--- config.mk ---
export PLATFORM = sky130hd
export DESIGN_NAME = wheel_speed_pid_controller
export DESIGN_NICKNAME = d
export VERILOG_FILES = /design/src/wsp_pkg.sv /design/src/wsp_mul.sv /design/src/wsp_div.sv /design/src/wheel_speed_pid_controller.sv
export SDC_FILE = /design/constraint.sdc
export NUM_CORES = 2
export LEC_CHECK = 0
export ABC_AREA = 0
export ABC_CLOCK_PERIOD_IN_PS = 10100
export BUFFER_PORTS_ARGS = -buffer_cell sky130_fd_sc_hd__buf_2
export CAP_MARGIN = 25
export CORE_MARGIN = 3
export CORE_UTILIZATION = 48
export DETAILED_ROUTE_END_ITERATION = 10
export GPL_TIMING_DRIVEN = 0
export MAX_ROUTING_LAYER = met4
export PLACE_DENSITY_LB_ADDON = 0.1
export RECOVER_POWER = 50
export SETUP_SLACK_MARGIN = 0.1
export SYNTH_ARGS = -nofsm -noshare
export SYNTH_HDL_FRONTEND = slang
export SYNTH_HIERARCHICAL = 1
export SYNTH_SLANG_ARGS = --single-unit
--- constraint.sdc ---
create_clock -name clk_i -period 10.1 [get_ports clk_i]
set_input_delay 2.02 -clock clk_i [delete_from_list [all_inputs] [get_ports clk_i]]
set_output_delay 2.02 -clock clk_i [all_outputs]
set_load 0.1 [all_outputs]
--- src/wsp_pkg.sv ---
// Shared widths for the wheel speed controller datapath.
// Used by the serial multiplier, the serial divider and the top level.
package wsp_pkg;

  localparam int unsigned MUL_A_W = 48;
  localparam int unsigned MUL_B_W = 24;
  localparam int unsigned MUL_P_W = MUL_A_W + MUL_B_W;
  localparam int unsigned MUL_CNT_W = $clog2(MUL_B_W);
  localparam int unsigned DIV_N_W = 64;
  localparam int unsigned DIV_D_W = 26;
  localparam int unsigned DIV_CNT_W = $clog2(DIV_N_W);

endpackage

--- src/wsp_mul.sv ---
// Shift-add multiplier, one multiplier bit per cycle.
// Depends on wsp_pkg for operand widths.
module wsp_mul (
  input  logic                          clk_i,
  input  logic                          rst_ni,
  input  logic                          start_i,
  input  logic [wsp_pkg::MUL_A_W-1:0]   a_i,
  input  logic [wsp_pkg::MUL_B_W-1:0]   b_i,
  output logic                          busy_o,
  output logic [wsp_pkg::MUL_P_W-1:0]   prod_o
);

  logic [wsp_pkg::MUL_A_W-1:0]   a_q;
  logic [wsp_pkg::MUL_A_W-1:0]   hi_q;
  logic [wsp_pkg::MUL_B_W-1:0]   lo_q;
  logic [wsp_pkg::MUL_CNT_W-1:0] cnt_q;
  logic                          busy_q;
  logic [wsp_pkg::MUL_A_W:0]     sum;

  assign sum    = {1'b0, hi_q} + (lo_q[0] ? {1'b0, a_q} : '0);
  assign busy_o = busy_q;
  assign prod_o = {hi_q, lo_q};

  always_ff @(posedge clk_i or negedge rst_ni) begin
    if (!rst_ni) begin
      a_q    <= '0;
      hi_q   <= '0;
      lo_q   <= '0;
      cnt_q  <= '0;
      busy_q <= 1'b0;
    end else if (start_i) begin
      a_q    <= a_i;
      hi_q   <= '0;
      lo_q   <= b_i;
      cnt_q  <= wsp_pkg::MUL_CNT_W'(wsp_pkg::MUL_B_W - 1);
      busy_q <= 1'b1;
    end else if (busy_q) begin
      hi_q <= sum[wsp_pkg::MUL_A_W:1];
      lo_q <= {sum[0], lo_q[wsp_pkg::MUL_B_W-1:1]};
      if (cnt_q == '0) begin
        busy_q <= 1'b0;
      end else begin
        cnt_q <= cnt_q - 1'b1;
      end
    end
  end

endmodule

--- src/wsp_div.sv ---
// Restoring divider, one quotient bit per cycle.
// Depends on wsp_pkg for operand widths.
module wsp_div (
  input  logic                          clk_i,
  input  logic                          rst_ni,
  input  logic                          start_i,
  input  logic [wsp_pkg::DIV_N_W-1:0]   num_i,
  input  logic [wsp_pkg::DIV_D_W-1:0]   den_i,
  output logic                          busy_o,
  output logic [wsp_pkg::DIV_N_W-1:0]   quot_o
);

  logic [wsp_pkg::DIV_N_W-1:0]   n_q;
  logic [wsp_pkg::DIV_D_W-1:0]   rem_q;
  logic [wsp_pkg::DIV_D_W-1:0]   den_q;
  logic [wsp_pkg::DIV_CNT_W-1:0] cnt_q;
  logic                          busy_q;
  logic [wsp_pkg::DIV_D_W:0]     trial;
  logic [wsp_pkg::DIV_D_W:0]     diff;
  logic                          ge;

  assign trial  = {rem_q, n_q[wsp_pkg::DIV_N_W-1]};
  assign diff   = trial - {1'b0, den_q};
  assign ge     = trial >= {1'b0, den_q};
  assign busy_o = busy_q;
  assign quot_o = n_q;

  always_ff @(posedge clk_i or negedge rst_ni) begin
    if (!rst_ni) begin
      n_q    <= '0;
      rem_q  <= '0;
      den_q  <= '0;
      cnt_q  <= '0;
      busy_q <= 1'b0;
    end else if (start_i) begin
      n_q    <= num_i;
      rem_q  <= '0;
      den_q  <= den_i;
      cnt_q  <= wsp_pkg::DIV_CNT_W'(wsp_pkg::DIV_N_W - 1);
      busy_q <= 1'b1;
    end else if (busy_q) begin
      n_q   <= {n_q[wsp_pkg::DIV_N_W-2:0], ge};
      rem_q <= ge ? diff[wsp_pkg::DIV_D_W-1:0] : trial[wsp_pkg::DIV_D_W-1:0];
      if (cnt_q == '0) begin
        busy_q <= 1'b0;
      end else begin
        cnt_q <= cnt_q - 1'b1;
      end
    end
  end

endmodule

--- src/wheel_speed_pid_controller.sv ---
// Wheel speed PID controller: sequencer over one serial multiplier and one serial divider.
// Set target, soft stop, hard stop and a zero-length tick go straight to the emit state.
// A full tick runs up to ten products on the shift-add multiplier and up to five quotients
// on the restoring divider, one after the other.
// One word is in work at a time; a new word is taken while the last result waits.
// Reset (rst_ni low, asynchronous) clears all state and loads the register defaults.
module wheel_speed_pid_controller #(
  parameter int unsigned PWM_BITS    = 10,
  parameter int unsigned ACCEL_LIMIT = 300,
  parameter int unsigned TOP_SPEED   = 150,
  parameter int unsigned HOLD_DUTY   = 300,
  parameter int unsigned STILL_SPEED = 2
) (
  input  logic        clk_i,
  input  logic        rst_ni,
  input  logic        cfg_we_i,
  input  logic [2:0]  cfg_addr_i,
  input  logic [23:0] cfg_wdata_i,
  input  logic        s_axis_tvalid,
  output logic        s_axis_tready,
  // elapsed_ms[9:0], encoder_count[41:10], target_speed[58:42], stop_ms[74:59]
  input  logic [79:0] s_axis_tdata,
  // cmd[1:0]
  input  logic [1:0]  s_axis_tuser,
  output logic        m_axis_tvalid,
  input  logic        m_axis_tready,
  // duty_fwd[9:0], duty_rev[19:10], drive_value[30:20], speed_now[47:31],
  // speed_goal[64:48], mode[66:65]
  output logic [71:0] m_axis_tdata
);

  localparam int unsigned DRV_LIM =
      (((1 << PWM_BITS) - 1) > 1023) ? 1023 : ((1 << PWM_BITS) - 1);
  localparam int unsigned TOP_RPM   = TOP_SPEED * 256;
  localparam int unsigned STILL_RPM = STILL_SPEED * 256;
  localparam int unsigned ACC_STEP  = ACCEL_LIMIT * 256;

  localparam logic [2:0] REG_PROP  = 3'd0;
  localparam logic [2:0] REG_INTEG = 3'd1;
  localparam logic [2:0] REG_DERIV = 3'd2;
  localparam logic [2:0] REG_FLOOR = 3'd3;
  localparam logic [2:0] REG_CEIL  = 3'd4;
  localparam logic [2:0] REG_CPR   = 3'd5;
  localparam logic [2:0] REG_DSTOP = 3'd6;
  localparam logic [2:0] REG_INV   = 3'd7;

  localparam logic [1:0] CMD_TICK = 2'd0;
  localparam logic [1:0] CMD_SET  = 2'd1;
  localparam logic [1:0] CMD_SOFT = 2'd2;
  localparam logic [1:0] CMD_HARD = 2'd3;

  localparam logic [1:0] MODE_ACTIVE = 2'd0;
  localparam logic [1:0] MODE_SOFT   = 2'd1;
  localparam logic [1:0] MODE_HARD   = 2'd2;

  localparam logic signed [17:0] STILL_POS = 18'(STILL_RPM);
  localparam logic signed [17:0] STILL_NEG = -18'(STILL_RPM);
  localparam logic signed [11:0] LIM_POS   = 12'(DRV_LIM);
  localparam logic signed [11:0] LIM_NEG   = -12'(DRV_LIM);

  typedef enum logic [4:0] {
    ST_IDLE, ST_DEN, ST_NUM, ST_SPD, ST_STOP_MUL, ST_STOP_DIV, ST_ACC_MUL, ST_ACC_DIV,
    ST_RAMP, ST_EDT, ST_DMUL, ST_DDIV, ST_PMUL, ST_IMUL, ST_IMUL2, ST_CLMUL, ST_CLDIV,
    ST_FINAL, ST_EMIT
  } state_e;

  // configuration
  logic [23:0]        prop_q, integ_q, deriv_q;
  logic signed [10:0] floor_q, ceil_q;
  logic [15:0]        cpr_q, dstop_q;
  logic               inv_q;

  // controller state
  state_e             state_q;
  logic               issued_q;
  logic [9:0]         dt_q;
  logic [31:0]        cnt_in_q;
  logic [1:0]         mode_q;
  logic signed [16:0] goal_q, ramped_q, meas_q, start_q;
  logic signed [47:0] isum_q, cand_q, pterm_q;
  logic signed [17:0] perr_q, e_q;
  logic [31:0]        prev_cnt_q;
  logic [15:0]        len_q;
  logic [16:0]        se_q;
  logic signed [10:0] drive_q;
  logic [25:0]        den_q;
  logic [22:0]        maxd_q;
  logic signed [36:0] dterm_q;
  logic signed [49:0] o_q;
  logic [9:0]         cl_q;
  logic               m_valid_q;
  logic [71:0]        m_data_q;

  // arithmetic units
  logic                          mul_start, mul_busy, div_start, div_busy, op_done;
  logic [wsp_pkg::MUL_A_W-1:0]   mul_a;
  logic [wsp_pkg::MUL_B_W-1:0]   mul_b;
  logic [wsp_pkg::MUL_P_W-1:0]   prod;
  logic [wsp_pkg::DIV_N_W-1:0]   div_n, quot;
  logic [wsp_pkg::DIV_D_W-1:0]   div_d;

  // input word
  logic               s_acc;
  logic [1:0]         in_cmd;
  logic [9:0]         in_dt;
  logic [31:0]        in_cnt;
  logic signed [16:0] in_tgt, tgt_neg, tgt_goal;
  logic [15:0]        in_stop;

  // datapath
  logic [15:0]        cpr_eff;
  logic [31:0]        d_enc, d_mag;
  logic [16:0]        start_mag, meas_mag, g_mag, r_mag, qcap_neg;
  logic signed [16:0] meas_new, stop_goal, ramp_new;
  logic [17:0]        se_sum, e_mag;
  logic [16:0]        se_new;
  logic signed [23:0] delta, delta_c, maxd_s;
  logic               same_side, toward;
  logic signed [17:0] e_new;
  logic signed [18:0] diff;
  logic [18:0]        diff_mag;
  logic [27:0]        edt;
  logic signed [48:0] cand_sum, edt_s;
  logic signed [47:0] cand_sat;
  logic [47:0]        cand_mag, isum_mag;
  logic [35:0]        dm;
  logic signed [36:0] dterm_new;
  logic signed [47:0] term_new;
  logic signed [49:0] o_new, lo, hi, o_clamp, o_mag;
  logic               in_range, cl_skip;
  logic [15:0]        cl_base;
  logic signed [11:0] pwm0, pwm1, pwm2, cl_s;
  logic               still;
  logic signed [10:0] drive_neg;
  logic [9:0]         duty_fwd, duty_rev;

  function automatic logic [46:0] gain_cap(input logic [wsp_pkg::MUL_P_W-1:0] p);
    logic [63:0] sh;
    sh = p[71:8];
    gain_cap = (|sh[63:47] || (sh[46] && |sh[45:0])) ? {1'b1, 46'b0} : sh[46:0];
  endfunction

  wsp_mul u_mul (
    .clk_i   (clk_i),
    .rst_ni  (rst_ni),
    .start_i (mul_start),
    .a_i     (mul_a),
    .b_i     (mul_b),
    .busy_o  (mul_busy),
    .prod_o  (prod)
  );

  wsp_div u_div (
    .clk_i   (clk_i),
    .rst_ni  (rst_ni),
    .start_i (div_start),
    .num_i   (div_n),
    .den_i   (div_d),
    .busy_o  (div_busy),
    .quot_o  (quot)
  );

  assign s_axis_tready = (state_q == ST_IDLE);
  assign s_acc         = s_axis_tvalid && s_axis_tready;
  assign in_cmd        = s_axis_tuser;
  assign in_dt         = s_axis_tdata[9:0];
  assign in_cnt        = s_axis_tdata[41:10];
  assign in_tgt        = s_axis_tdata[58:42];
  assign in_stop       = s_axis_tdata[74:59];
  assign tgt_neg       = (in_tgt == 17'sh10000) ? 17'sh0FFFF : -in_tgt;
  assign tgt_goal      = inv_q ? tgt_neg : in_tgt;

  assign m_axis_tvalid = m_valid_q;
  assign m_axis_tdata  = m_data_q;

  // speed measurement
  assign cpr_eff  = (cpr_q == '0) ? 16'd1 : cpr_q;
  assign d_enc    = cnt_in_q - prev_cnt_q;
  assign d_mag    = d_enc[31] ? -d_enc : d_enc;
  assign qcap_neg = (|quot[63:17] || (quot[16] && |quot[15:0])) ? 17'h10000 : quot[16:0];
  assign meas_new = d_enc[31] ? -$signed(qcap_neg)
                  : ((|quot[63:16]) ? 17'sh0FFFF : $signed({1'b0, quot[15:0]}));
  assign meas_mag = meas_q[16] ? 17'(-meas_q) : meas_q;

  // soft stop
  assign start_mag = start_q[16] ? 17'(-start_q) : start_q;
  assign se_sum    = {1'b0, se_q} + 18'(dt_q);
  assign se_new    = se_sum[17] ? 17'h1FFFF : se_sum[16:0];
  assign stop_goal = start_q[16] ? start_q + $signed(quot[16:0])
                                 : start_q - $signed(quot[16:0]);

  // acceleration cap
  assign g_mag     = goal_q[16] ? 17'(-goal_q) : goal_q;
  assign r_mag     = ramped_q[16] ? 17'(-ramped_q) : ramped_q;
  assign same_side = (!goal_q[16] && !ramped_q[16])
                  || ((goal_q[16] || goal_q == '0) && (ramped_q[16] || ramped_q == '0));
  assign toward    = (g_mag < r_mag) && same_side;
  assign delta     = 24'(goal_q) - 24'(ramped_q);
  assign maxd_s    = $signed({1'b0, maxd_q});
  always_comb begin
    delta_c = delta;
    if (!toward) begin
      if (delta > maxd_s) begin
        delta_c = maxd_s;
      end else if (delta < -maxd_s) begin
        delta_c = -maxd_s;
      end
    end
  end
  assign ramp_new = 17'(24'(ramped_q) + delta_c);
  assign e_new    = 18'(ramp_new) - 18'(meas_q);

  // PID terms
  assign e_mag    = e_q[17] ? 18'(-e_q) : e_q;
  assign diff     = 19'(e_q) - 19'(perr_q);
  assign diff_mag = diff[18] ? 19'(-diff) : diff;
  assign edt      = prod[27:0];
  assign edt_s    = e_q[17] ? -$signed({21'b0, edt}) : $signed({21'b0, edt});
  assign cand_sum = 49'(isum_q) + edt_s;
  assign cand_sat = (cand_sum[48] != cand_sum[47])
                  ? (cand_sum[48] ? {1'b1, 47'b0} : {1'b0, {47{1'b1}}}) : cand_sum[47:0];
  assign cand_mag = cand_q[47] ? 48'(-cand_q) : cand_q;
  assign isum_mag = isum_q[47] ? 48'(-isum_q) : isum_q;
  assign dm        = quot[35:0];
  assign dterm_new = diff[18] ? -$signed({1'b0, dm}) : $signed({1'b0, dm});

  always_comb begin
    logic sign;
    sign = (state_q == ST_PMUL) ? e_q[17]
         : ((state_q == ST_IMUL) ? cand_q[47] : isum_q[47]);
    term_new = sign ? -$signed({1'b0, gain_cap(prod)}) : $signed({1'b0, gain_cap(prod)});
  end

  assign o_new    = 50'(pterm_q) + 50'(term_new) + 50'(dterm_q);
  assign lo       = {{23{floor_q[10]}}, floor_q, 16'b0};
  assign hi       = {{23{ceil_q[10]}}, ceil_q, 16'b0};
  assign in_range = !(o_new < lo) && !(o_new > hi);

  // drive shaping
  assign cl_skip = meas_mag >= 17'(TOP_RPM);
  assign cl_base = 16'(17'(TOP_RPM) - meas_mag);
  assign o_clamp = (o_q < lo) ? lo : ((o_q > hi) ? hi : o_q);
  assign o_mag   = o_clamp[49] ? -o_clamp : o_clamp;
  assign pwm0    = o_clamp[49] ? -$signed({1'b0, o_mag[26:16]}) : $signed({1'b0, o_mag[26:16]});
  assign pwm1    = (pwm0 > LIM_POS) ? LIM_POS : ((pwm0 < LIM_NEG) ? LIM_NEG : pwm0);
  assign cl_s    = $signed({2'b0, cl_q});
  assign still   = (ramped_q == '0) && (meas_mag < 17'(STILL_RPM));
  always_comb begin
    pwm2 = pwm1;
    if (18'(meas_q) > STILL_POS && pwm1 < -cl_s) begin
      pwm2 = -cl_s;
    end else if (18'(meas_q) < STILL_NEG && pwm1 > cl_s) begin
      pwm2 = cl_s;
    end
    if (still) begin
      pwm2 = '0;
    end
  end

  assign drive_neg = -drive_q;
  assign duty_fwd  = drive_q[10] ? 10'd0 : drive_q[9:0];
  assign duty_rev  = drive_q[10] ? drive_neg[9:0] : 10'd0;

  // unit operand selection
  always_comb begin
    mul_a     = '0;
    mul_b     = '0;
    mul_start = 1'b0;
    unique case (state_q)
      ST_DEN:      begin mul_a = 48'(cpr_eff);   mul_b = 24'(dt_q);      end
      ST_NUM:      begin mul_a = 48'(d_mag);     mul_b = 24'd15360000;   end
      ST_STOP_MUL: begin mul_a = 48'(se_q);      mul_b = 24'(start_mag); end
      ST_ACC_MUL:  begin mul_a = 48'(dt_q);      mul_b = 24'(ACC_STEP);  end
      ST_EDT:      begin mul_a = 48'(e_mag);     mul_b = 24'(dt_q);      end
      ST_DMUL:     begin mul_a = 48'(diff_mag);  mul_b = deriv_q;        end
      ST_PMUL:     begin mul_a = 48'(e_mag);     mul_b = prop_q;         end
      ST_IMUL:     begin mul_a = cand_mag;       mul_b = integ_q;        end
      ST_IMUL2:    begin mul_a = isum_mag;       mul_b = integ_q;        end
      ST_CLMUL:    begin mul_a = 48'(cl_base);   mul_b = 24'(HOLD_DUTY); end
      default:     begin mul_a = '0;             mul_b = '0;             end
    endcase
    unique case (state_q)
      ST_DEN, ST_NUM, ST_STOP_MUL, ST_ACC_MUL, ST_EDT, ST_DMUL, ST_PMUL, ST_IMUL,
      ST_IMUL2:  mul_start = !issued_q;
      ST_CLMUL:  mul_start = !issued_q && !cl_skip;
      default:   mul_start = 1'b0;
    endcase
  end

  always_comb begin
    div_n     = prod[63:0];
    div_d     = '0;
    div_start = 1'b0;
    unique case (state_q)
      ST_SPD:      begin div_d = den_q;              div_start = !issued_q; end
      ST_STOP_DIV: begin div_d = 26'(len_q);         div_start = !issued_q; end
      ST_ACC_DIV:  begin div_d = 26'd1000;           div_start = !issued_q; end
      ST_DDIV:     begin div_d = 26'({dt_q, 8'd0});  div_start = !issued_q; end
      ST_CLDIV:    begin div_d = 26'(TOP_RPM);       div_start = !issued_q; end
      default:     begin div_d = '0;                 div_start = 1'b0;      end
    endcase
  end

  assign op_done = issued_q && !mul_busy && !div_busy;

  // configuration registers
  always_ff @(posedge clk_i or negedge rst_ni) begin
    if (!rst_ni) begin
      prop_q  <= 24'd65536;
      integ_q <= '0;
      deriv_q <= '0;
      floor_q <= -11'sd1023;
      ceil_q  <= 11'sd1023;
      cpr_q   <= 16'd1920;
      dstop_q <= 16'd500;
      inv_q   <= 1'b0;
    end else if (cfg_we_i) begin
      unique case (cfg_addr_i)
        REG_PROP:  prop_q  <= cfg_wdata_i;
        REG_INTEG: integ_q <= cfg_wdata_i;
        REG_DERIV: deriv_q <= cfg_wdata_i;
        REG_FLOOR: floor_q <= cfg_wdata_i[10:0];
        REG_CEIL:  ceil_q  <= cfg_wdata_i[10:0];
        REG_CPR:   cpr_q   <= cfg_wdata_i[15:0];
        REG_DSTOP: dstop_q <= cfg_wdata_i[15:0];
        REG_INV:   inv_q   <= cfg_wdata_i[0];
      endcase
    end
  end

  // sequencer, controller state and output register
  always_ff @(posedge clk_i or negedge rst_ni) begin
    if (!rst_ni) begin
      state_q    <= ST_IDLE;
      issued_q   <= 1'b0;
      dt_q       <= '0;
      cnt_in_q   <= '0;
      mode_q     <= MODE_ACTIVE;
      goal_q     <= '0;
      ramped_q   <= '0;
      meas_q     <= '0;
      isum_q     <= '0;
      perr_q     <= '0;
      prev_cnt_q <= '0;
      start_q    <= '0;
      len_q      <= '0;
      se_q       <= '0;
      drive_q    <= '0;
      den_q      <= '0;
      maxd_q     <= '0;
      e_q        <= '0;
      cand_q     <= '0;
      dterm_q    <= '0;
      pterm_q    <= '0;
      o_q        <= '0;
      cl_q       <= '0;
      m_valid_q  <= 1'b0;
      m_data_q   <= '0;
    end else begin
      if (m_valid_q && m_axis_tready && state_q != ST_EMIT) begin
        m_valid_q <= 1'b0;
      end
      if (mul_start || div_start) begin
        issued_q <= 1'b1;
      end
      unique case (state_q)
        ST_IDLE: begin
          if (s_acc) begin
            dt_q     <= in_dt;
            cnt_in_q <= in_cnt;
            state_q  <= ST_EMIT;
            unique case (in_cmd)
              CMD_SET: begin
                goal_q <= tgt_goal;
                if (mode_q == MODE_HARD) begin
                  mode_q <= MODE_ACTIVE;
                end
              end
              CMD_SOFT: begin
                if (mode_q == MODE_ACTIVE) begin
                  isum_q  <= '0;
                  perr_q  <= '0;
                  mode_q  <= MODE_SOFT;
                  se_q    <= '0;
                  len_q   <= (in_stop != '0) ? in_stop : dstop_q;
                  start_q <= goal_q;
                end
              end
              CMD_HARD: begin
                mode_q   <= MODE_HARD;
                goal_q   <= '0;
                ramped_q <= '0;
                isum_q   <= '0;
                perr_q   <= '0;
                drive_q  <= '0;
              end
              CMD_TICK: begin
                if (in_dt != '0) begin
                  state_q <= ST_DEN;
                end
              end
            endcase
          end
        end
        ST_DEN: begin
          if (op_done) begin
            den_q    <= prod[25:0];
            issued_q <= 1'b0;
            state_q  <= ST_NUM;
          end
        end
        ST_NUM: begin
          if (op_done) begin
            issued_q <= 1'b0;
            state_q  <= ST_SPD;
          end
        end
        ST_SPD: begin
          if (op_done) begin
            issued_q   <= 1'b0;
            meas_q     <= meas_new;
            prev_cnt_q <= cnt_in_q;
            priority if (mode_q == MODE_HARD) begin
              drive_q <= '0;
              state_q <= ST_EMIT;
            end else if (mode_q == MODE_SOFT) begin
              se_q <= se_new;
              if ({1'b0, se_new} >= 18'(len_q)) begin
                mode_q  <= MODE_ACTIVE;
                goal_q  <= '0;
                state_q <= ST_ACC_MUL;
              end else begin
                state_q <= ST_STOP_MUL;
              end
            end else begin
              state_q <= ST_ACC_MUL;
            end
          end
        end
        ST_STOP_MUL: begin
          if (op_done) begin
            issued_q <= 1'b0;
            state_q  <= ST_STOP_DIV;
          end
        end
        ST_STOP_DIV: begin
          if (op_done) begin
            issued_q <= 1'b0;
            goal_q   <= stop_goal;
            state_q  <= ST_ACC_MUL;
          end
        end
        ST_ACC_MUL: begin
          if (op_done) begin
            issued_q <= 1'b0;
            state_q  <= ST_ACC_DIV;
          end
        end
        ST_ACC_DIV: begin
          if (op_done) begin
            issued_q <= 1'b0;
            maxd_q   <= quot[22:0];
            state_q  <= ST_RAMP;
          end
        end
        ST_RAMP: begin
          ramped_q <= ramp_new;
          e_q      <= e_new;
          state_q  <= ST_EDT;
        end
        ST_EDT: begin
          if (op_done) begin
            issued_q <= 1'b0;
            cand_q   <= cand_sat;
            state_q  <= ST_DMUL;
          end
        end
        ST_DMUL: begin
          if (op_done) begin
            issued_q <= 1'b0;
            state_q  <= ST_DDIV;
          end
        end
        ST_DDIV: begin
          if (op_done) begin
            issued_q <= 1'b0;
            dterm_q  <= dterm_new;
            state_q  <= ST_PMUL;
          end
        end
        ST_PMUL: begin
          if (op_done) begin
            issued_q <= 1'b0;
            pterm_q  <= term_new;
            state_q  <= ST_IMUL;
          end
        end
        ST_IMUL: begin
          if (op_done) begin
            issued_q <= 1'b0;
            if (in_range) begin
              isum_q  <= cand_q;
              o_q     <= o_new;
              state_q <= ST_CLMUL;
            end else begin
              state_q <= ST_IMUL2;
            end
          end
        end
        ST_IMUL2: begin
          if (op_done) begin
            issued_q <= 1'b0;
            o_q      <= o_new;
            state_q  <= ST_CLMUL;
          end
        end
        ST_CLMUL: begin
          if (cl_skip) begin
            cl_q    <= '0;
            state_q <= ST_FINAL;
          end else if (op_done) begin
            issued_q <= 1'b0;
            state_q  <= ST_CLDIV;
          end
        end
        ST_CLDIV: begin
          if (op_done) begin
            issued_q <= 1'b0;
            cl_q     <= quot[9:0];
            state_q  <= ST_FINAL;
          end
        end
        ST_FINAL: begin
          drive_q <= pwm2[10:0];
          perr_q  <= e_q;
          if (still) begin
            isum_q <= '0;
          end
          state_q <= ST_EMIT;
        end
        ST_EMIT: begin
          if (!m_valid_q || m_axis_tready) begin
            m_valid_q <= 1'b1;
            m_data_q  <= {5'b0, mode_q, goal_q, meas_q, drive_q, duty_rev, duty_fwd};
            state_q   <= ST_IDLE;
          end
        end
        default: state_q <= ST_IDLE;
      endcase
    end
  end

  a_units_exclusive: assert property (@(posedge clk_i) disable iff (!rst_ni)
      !(mul_busy && div_busy))
    else $error("multiplier and divider busy together");

  a_idle_units_quiet: assert property (@(posedge clk_i) disable iff (!rst_ni)
      (state_q == ST_IDLE) |-> (!mul_busy && !div_busy && !issued_q))
    else $error("arithmetic unit busy while idle");

  a_drive_in_range: assert property (@(posedge clk_i) disable iff (!rst_ni)
      (12'(drive_q) <= LIM_POS) && (12'(drive_q) >= LIM_NEG))
    else $error("drive beyond duty limit");

  a_result_from_emit: assert property (@(posedge clk_i) disable iff (!rst_ni)
      $rose(m_axis_tvalid) |-> $past(state_q == ST_EMIT))
    else $error("result word raised outside emit");

endmodule

==> results.ini <==
[sta]
fmax_mhz = 103
rsz0062_at_grt = yes
setup_violations = 0
finalCritPeriodShare_pct = 96.6
tightest_slew_ns = 4.33
period_needed_ns = 9.75
maxSlewHeadroom_pct = -189
maxSlewViolCount = 745
finalClockSkew_ns = 0.0469
setup_tns_ns = 0
hold_violations = 0

[setup_path]
r2r_start = state_q[1]
slowest_delay_ns = 0.67
worstPathArrival_ns = 10.44
crit_slowest_cell = a31o_1
critPathTopFamily = compound AO/OA/AOI/OAI gates
path_buf_inv = 6
start_kind = flop
crit_required_ns = 10.78
end_kind = flop
criticalPathCategory = reg2reg
critical_path.startpoint = state_q[1]
path_max_fanout = 10
path_common_cell = o21ai_2
rrSetupSlack_ns = 0.35

[layout]
drive_above_1_share_pct = 13.1
layout_commonest_cell = nand2_1
area_growth_pct = 13.4
layout_common_cells = 1,022 x nand2_1, 922 x dfrtp_1, 734 x o21ai_0
regArea_sq_um = 24200
multiInputGateArea_sq_um = 46500
final_core_util_pct = 55.0
fin_cells = 10900
fin_nets = 9538
n_fill_cell = 14200

[clock_tree]
cts_tree = yes
clkTransAtPathRegs_ns = 0.06
htree_levels = 3
cts_buffer_depth = 3
cts_sinks = 964
cts_root_buf = clkbuf_16
hold_buffers = 0
insertion_delay_ns = 0.78
cts_buffers = 110

[synth]
synth_area_leaders = dfrtp_1 32%, ha_1 9.5%, o21ai_0 5.3%
async_flop_share_pct = 100
synth-seq-area-share_pct = 33.1
synth_edf_count = 0
syn-instance-count = 8394
syn_area_sq_um = 73000
ys.warnings.count = 6
avgSynthCellArea_sq_um = 8.69
ys_types = 117
synth_top_area_cell = dfrtp_1
synth-main-ff-cell = dfrtp_1
ys_ff_latch = 964
yosysTopAreaCellShare_pct = 32.3

[floorplan]
core-area_sq_um = 150000
die_area_sq_um = 157000
die_x_microns = 396
dieHeight_microns = 396
rows = 142
top_level_ports = 188
start_util_pct = 48.5

[grt]
first_global_vias = 63700
grt_max_degree = 119
overflow = 0
grt_pass1_wl_mm = 408
grtUsageTotal_pct = 35.1
antenna_found_initial = 17

[status]
status = finished with violations
violations = max-capacitance violations, max-slew violations

[route]
vias = 67100
drt_iter0_drc = 6162
wl_mm = 275
via_per_inst = 6.14
drc = 0
routedWlPerCell_microns = 25.2
first_pass_iters = 10
drtAntennaViolNets = 0

[power_and_ir_drop]
powerDensity_nw_per_um2 = 115
ir_drop_mv = 0.138
p_leak_nw = 38.4

[placed_design]
hpwl_mm = 217
gp_congestion = 1.02
numPortBuffers = 175
dp_cells = 10600

[worst_hold_path]
min_path_type = reg2reg
min_from = m_axis_tdata[53]

[run]
drv_cap = 7

-- final timing paths --
path / depth (start not counted) / to
max: 37 / isum_q[44]
min: 2 / m_axis_tdata[53]
max reg2reg: 37 / isum_q[44]
min reg2reg: 2 / m_axis_tdata[53]
max in group asynchronous: 3 / prev_cnt_q[9]
min in group asynchronous: 1 / o_q[41]
-- cells in the mapped netlist, drive strengths merged, types with 39 or more instances --
cell	number
nand2	1030
dfrtp	941
o21ai	795
ha	553
a21oi	535
nor2	493
inv	440
xnor2	392
clkbuf	346
mux2	304
xor2	219
nand3	171
a21o	149
o31ai	135
mux2i	130
nor3	127
or3	97
o21a	96
nand4	91
a22o	85
and2	77
nor4	77
buf	74
nand2b	71
a211oi	67
nor2b	60
fa	59
and3	55
a22oi	53
a31oi	51
o211ai	47
o22ai	44
or4	42
a311oi	39
-- layer usage --
layer / vias up / share of wire (%) / track usage [%] / routed length [microns]
met1: 32700 / 43 / 47.1 / 119000
met5: - / 0 / - / 0
met4: 0 / 5.4 / 15.5 / 14800
met3: 576 / 8.1 / 5.66 / 22400
met2: 2757 / 43 / 52.4 / 120000
li1: 31100 / - / - / -
-- through the flow --
step                      power [mW]  hold WS (ns)  cell area (sq um)  setup WS (ns)
after global routing            9.87         0.504              82700        -0.0426
after floorplan                 4.80         0.450              73000          0.120
after global placement          5.16         0.457              76400         -14.82
after CTS                       9.56         0.476              81600         0.0637
final                           9.52         0.472              82800          0.345
after detailed placement        5.19         0.461              76800          -4.33
-- state kept, by name (all words and copies together), names as in the netlist, 32 cells and up --
signal,cells
cand_q,48
cnt_in_q,32
dterm_q,37
isum_q,48
m_axis_tdata,67
o_q,50
prev_cnt_q,32
pterm_q,48
u_div/quot_o,64
u_mul/a_q,48
u_mul/hi_q,48
-- cells by family after synthesis --
| family | count (synthesis) | share of synthesized area [%] |
|---|---|---|
| compound gates | 2417 | 21.3 |
| simple gates | 2485 | 16.0 |
| other cells | 1 | 0.00514 |
| buf+inv | 865 | 4.57 |
| fa+ha+maj | 617 | 11.2 |
| mux | 434 | 6.47 |
| flops | 964 | 33.1 |
| xor+xnor | 611 | 7.34 |
-- power breakdown --
part / internal (mW) / leakage, nW / switching, mW / total (mW)
registers: 3.99 / 12.7 / 0.0778 / 4.07
clock network: 2.53 / 1.89 / 1.82 / 4.35
logic: 0.423 / 23.8 / 0.681 / 1.10
total: 6.94 / 38.4 / 2.58 / 9.52
-- cell type report --
cell class | instances | share of cell area (%)
Buffer | 418 | 2.34
Inverter | 445 | 2.04
Antenna cell | 13 | 0.0393
Multi-Input combinational cell | 6569 | 56.2
Timing Repair Buffer | 304 | 2.40
Tap cell | 2016 | 3.05
Clock inverter | 60 | 0.916
Clock buffer | 147 | 3.76
Sequential cell | 964 | 29.2
-- worst register-to-register path, delay by kind of cell, from the launching register on --
kind                     cells  cell delay, ns
AND/OR/NAND/NOR             10            2.01
adder cells (fa/ha/maj)      3            1.20
flip-flops                   1            0.38
AO/OA/AOI/OAI               18            4.61
buffers and inverters        6            1.44
-- what timing repair did --
action / 4_1_cts / 5_1_grt
gates cloned: 0 / 3
resized for setup: 188 / 196
setup buffers: 26 / 68
endpoints found under the setup margin: 126 / 120
pin swaps: 27 / 90
Power figures use the tool's default switching activity.
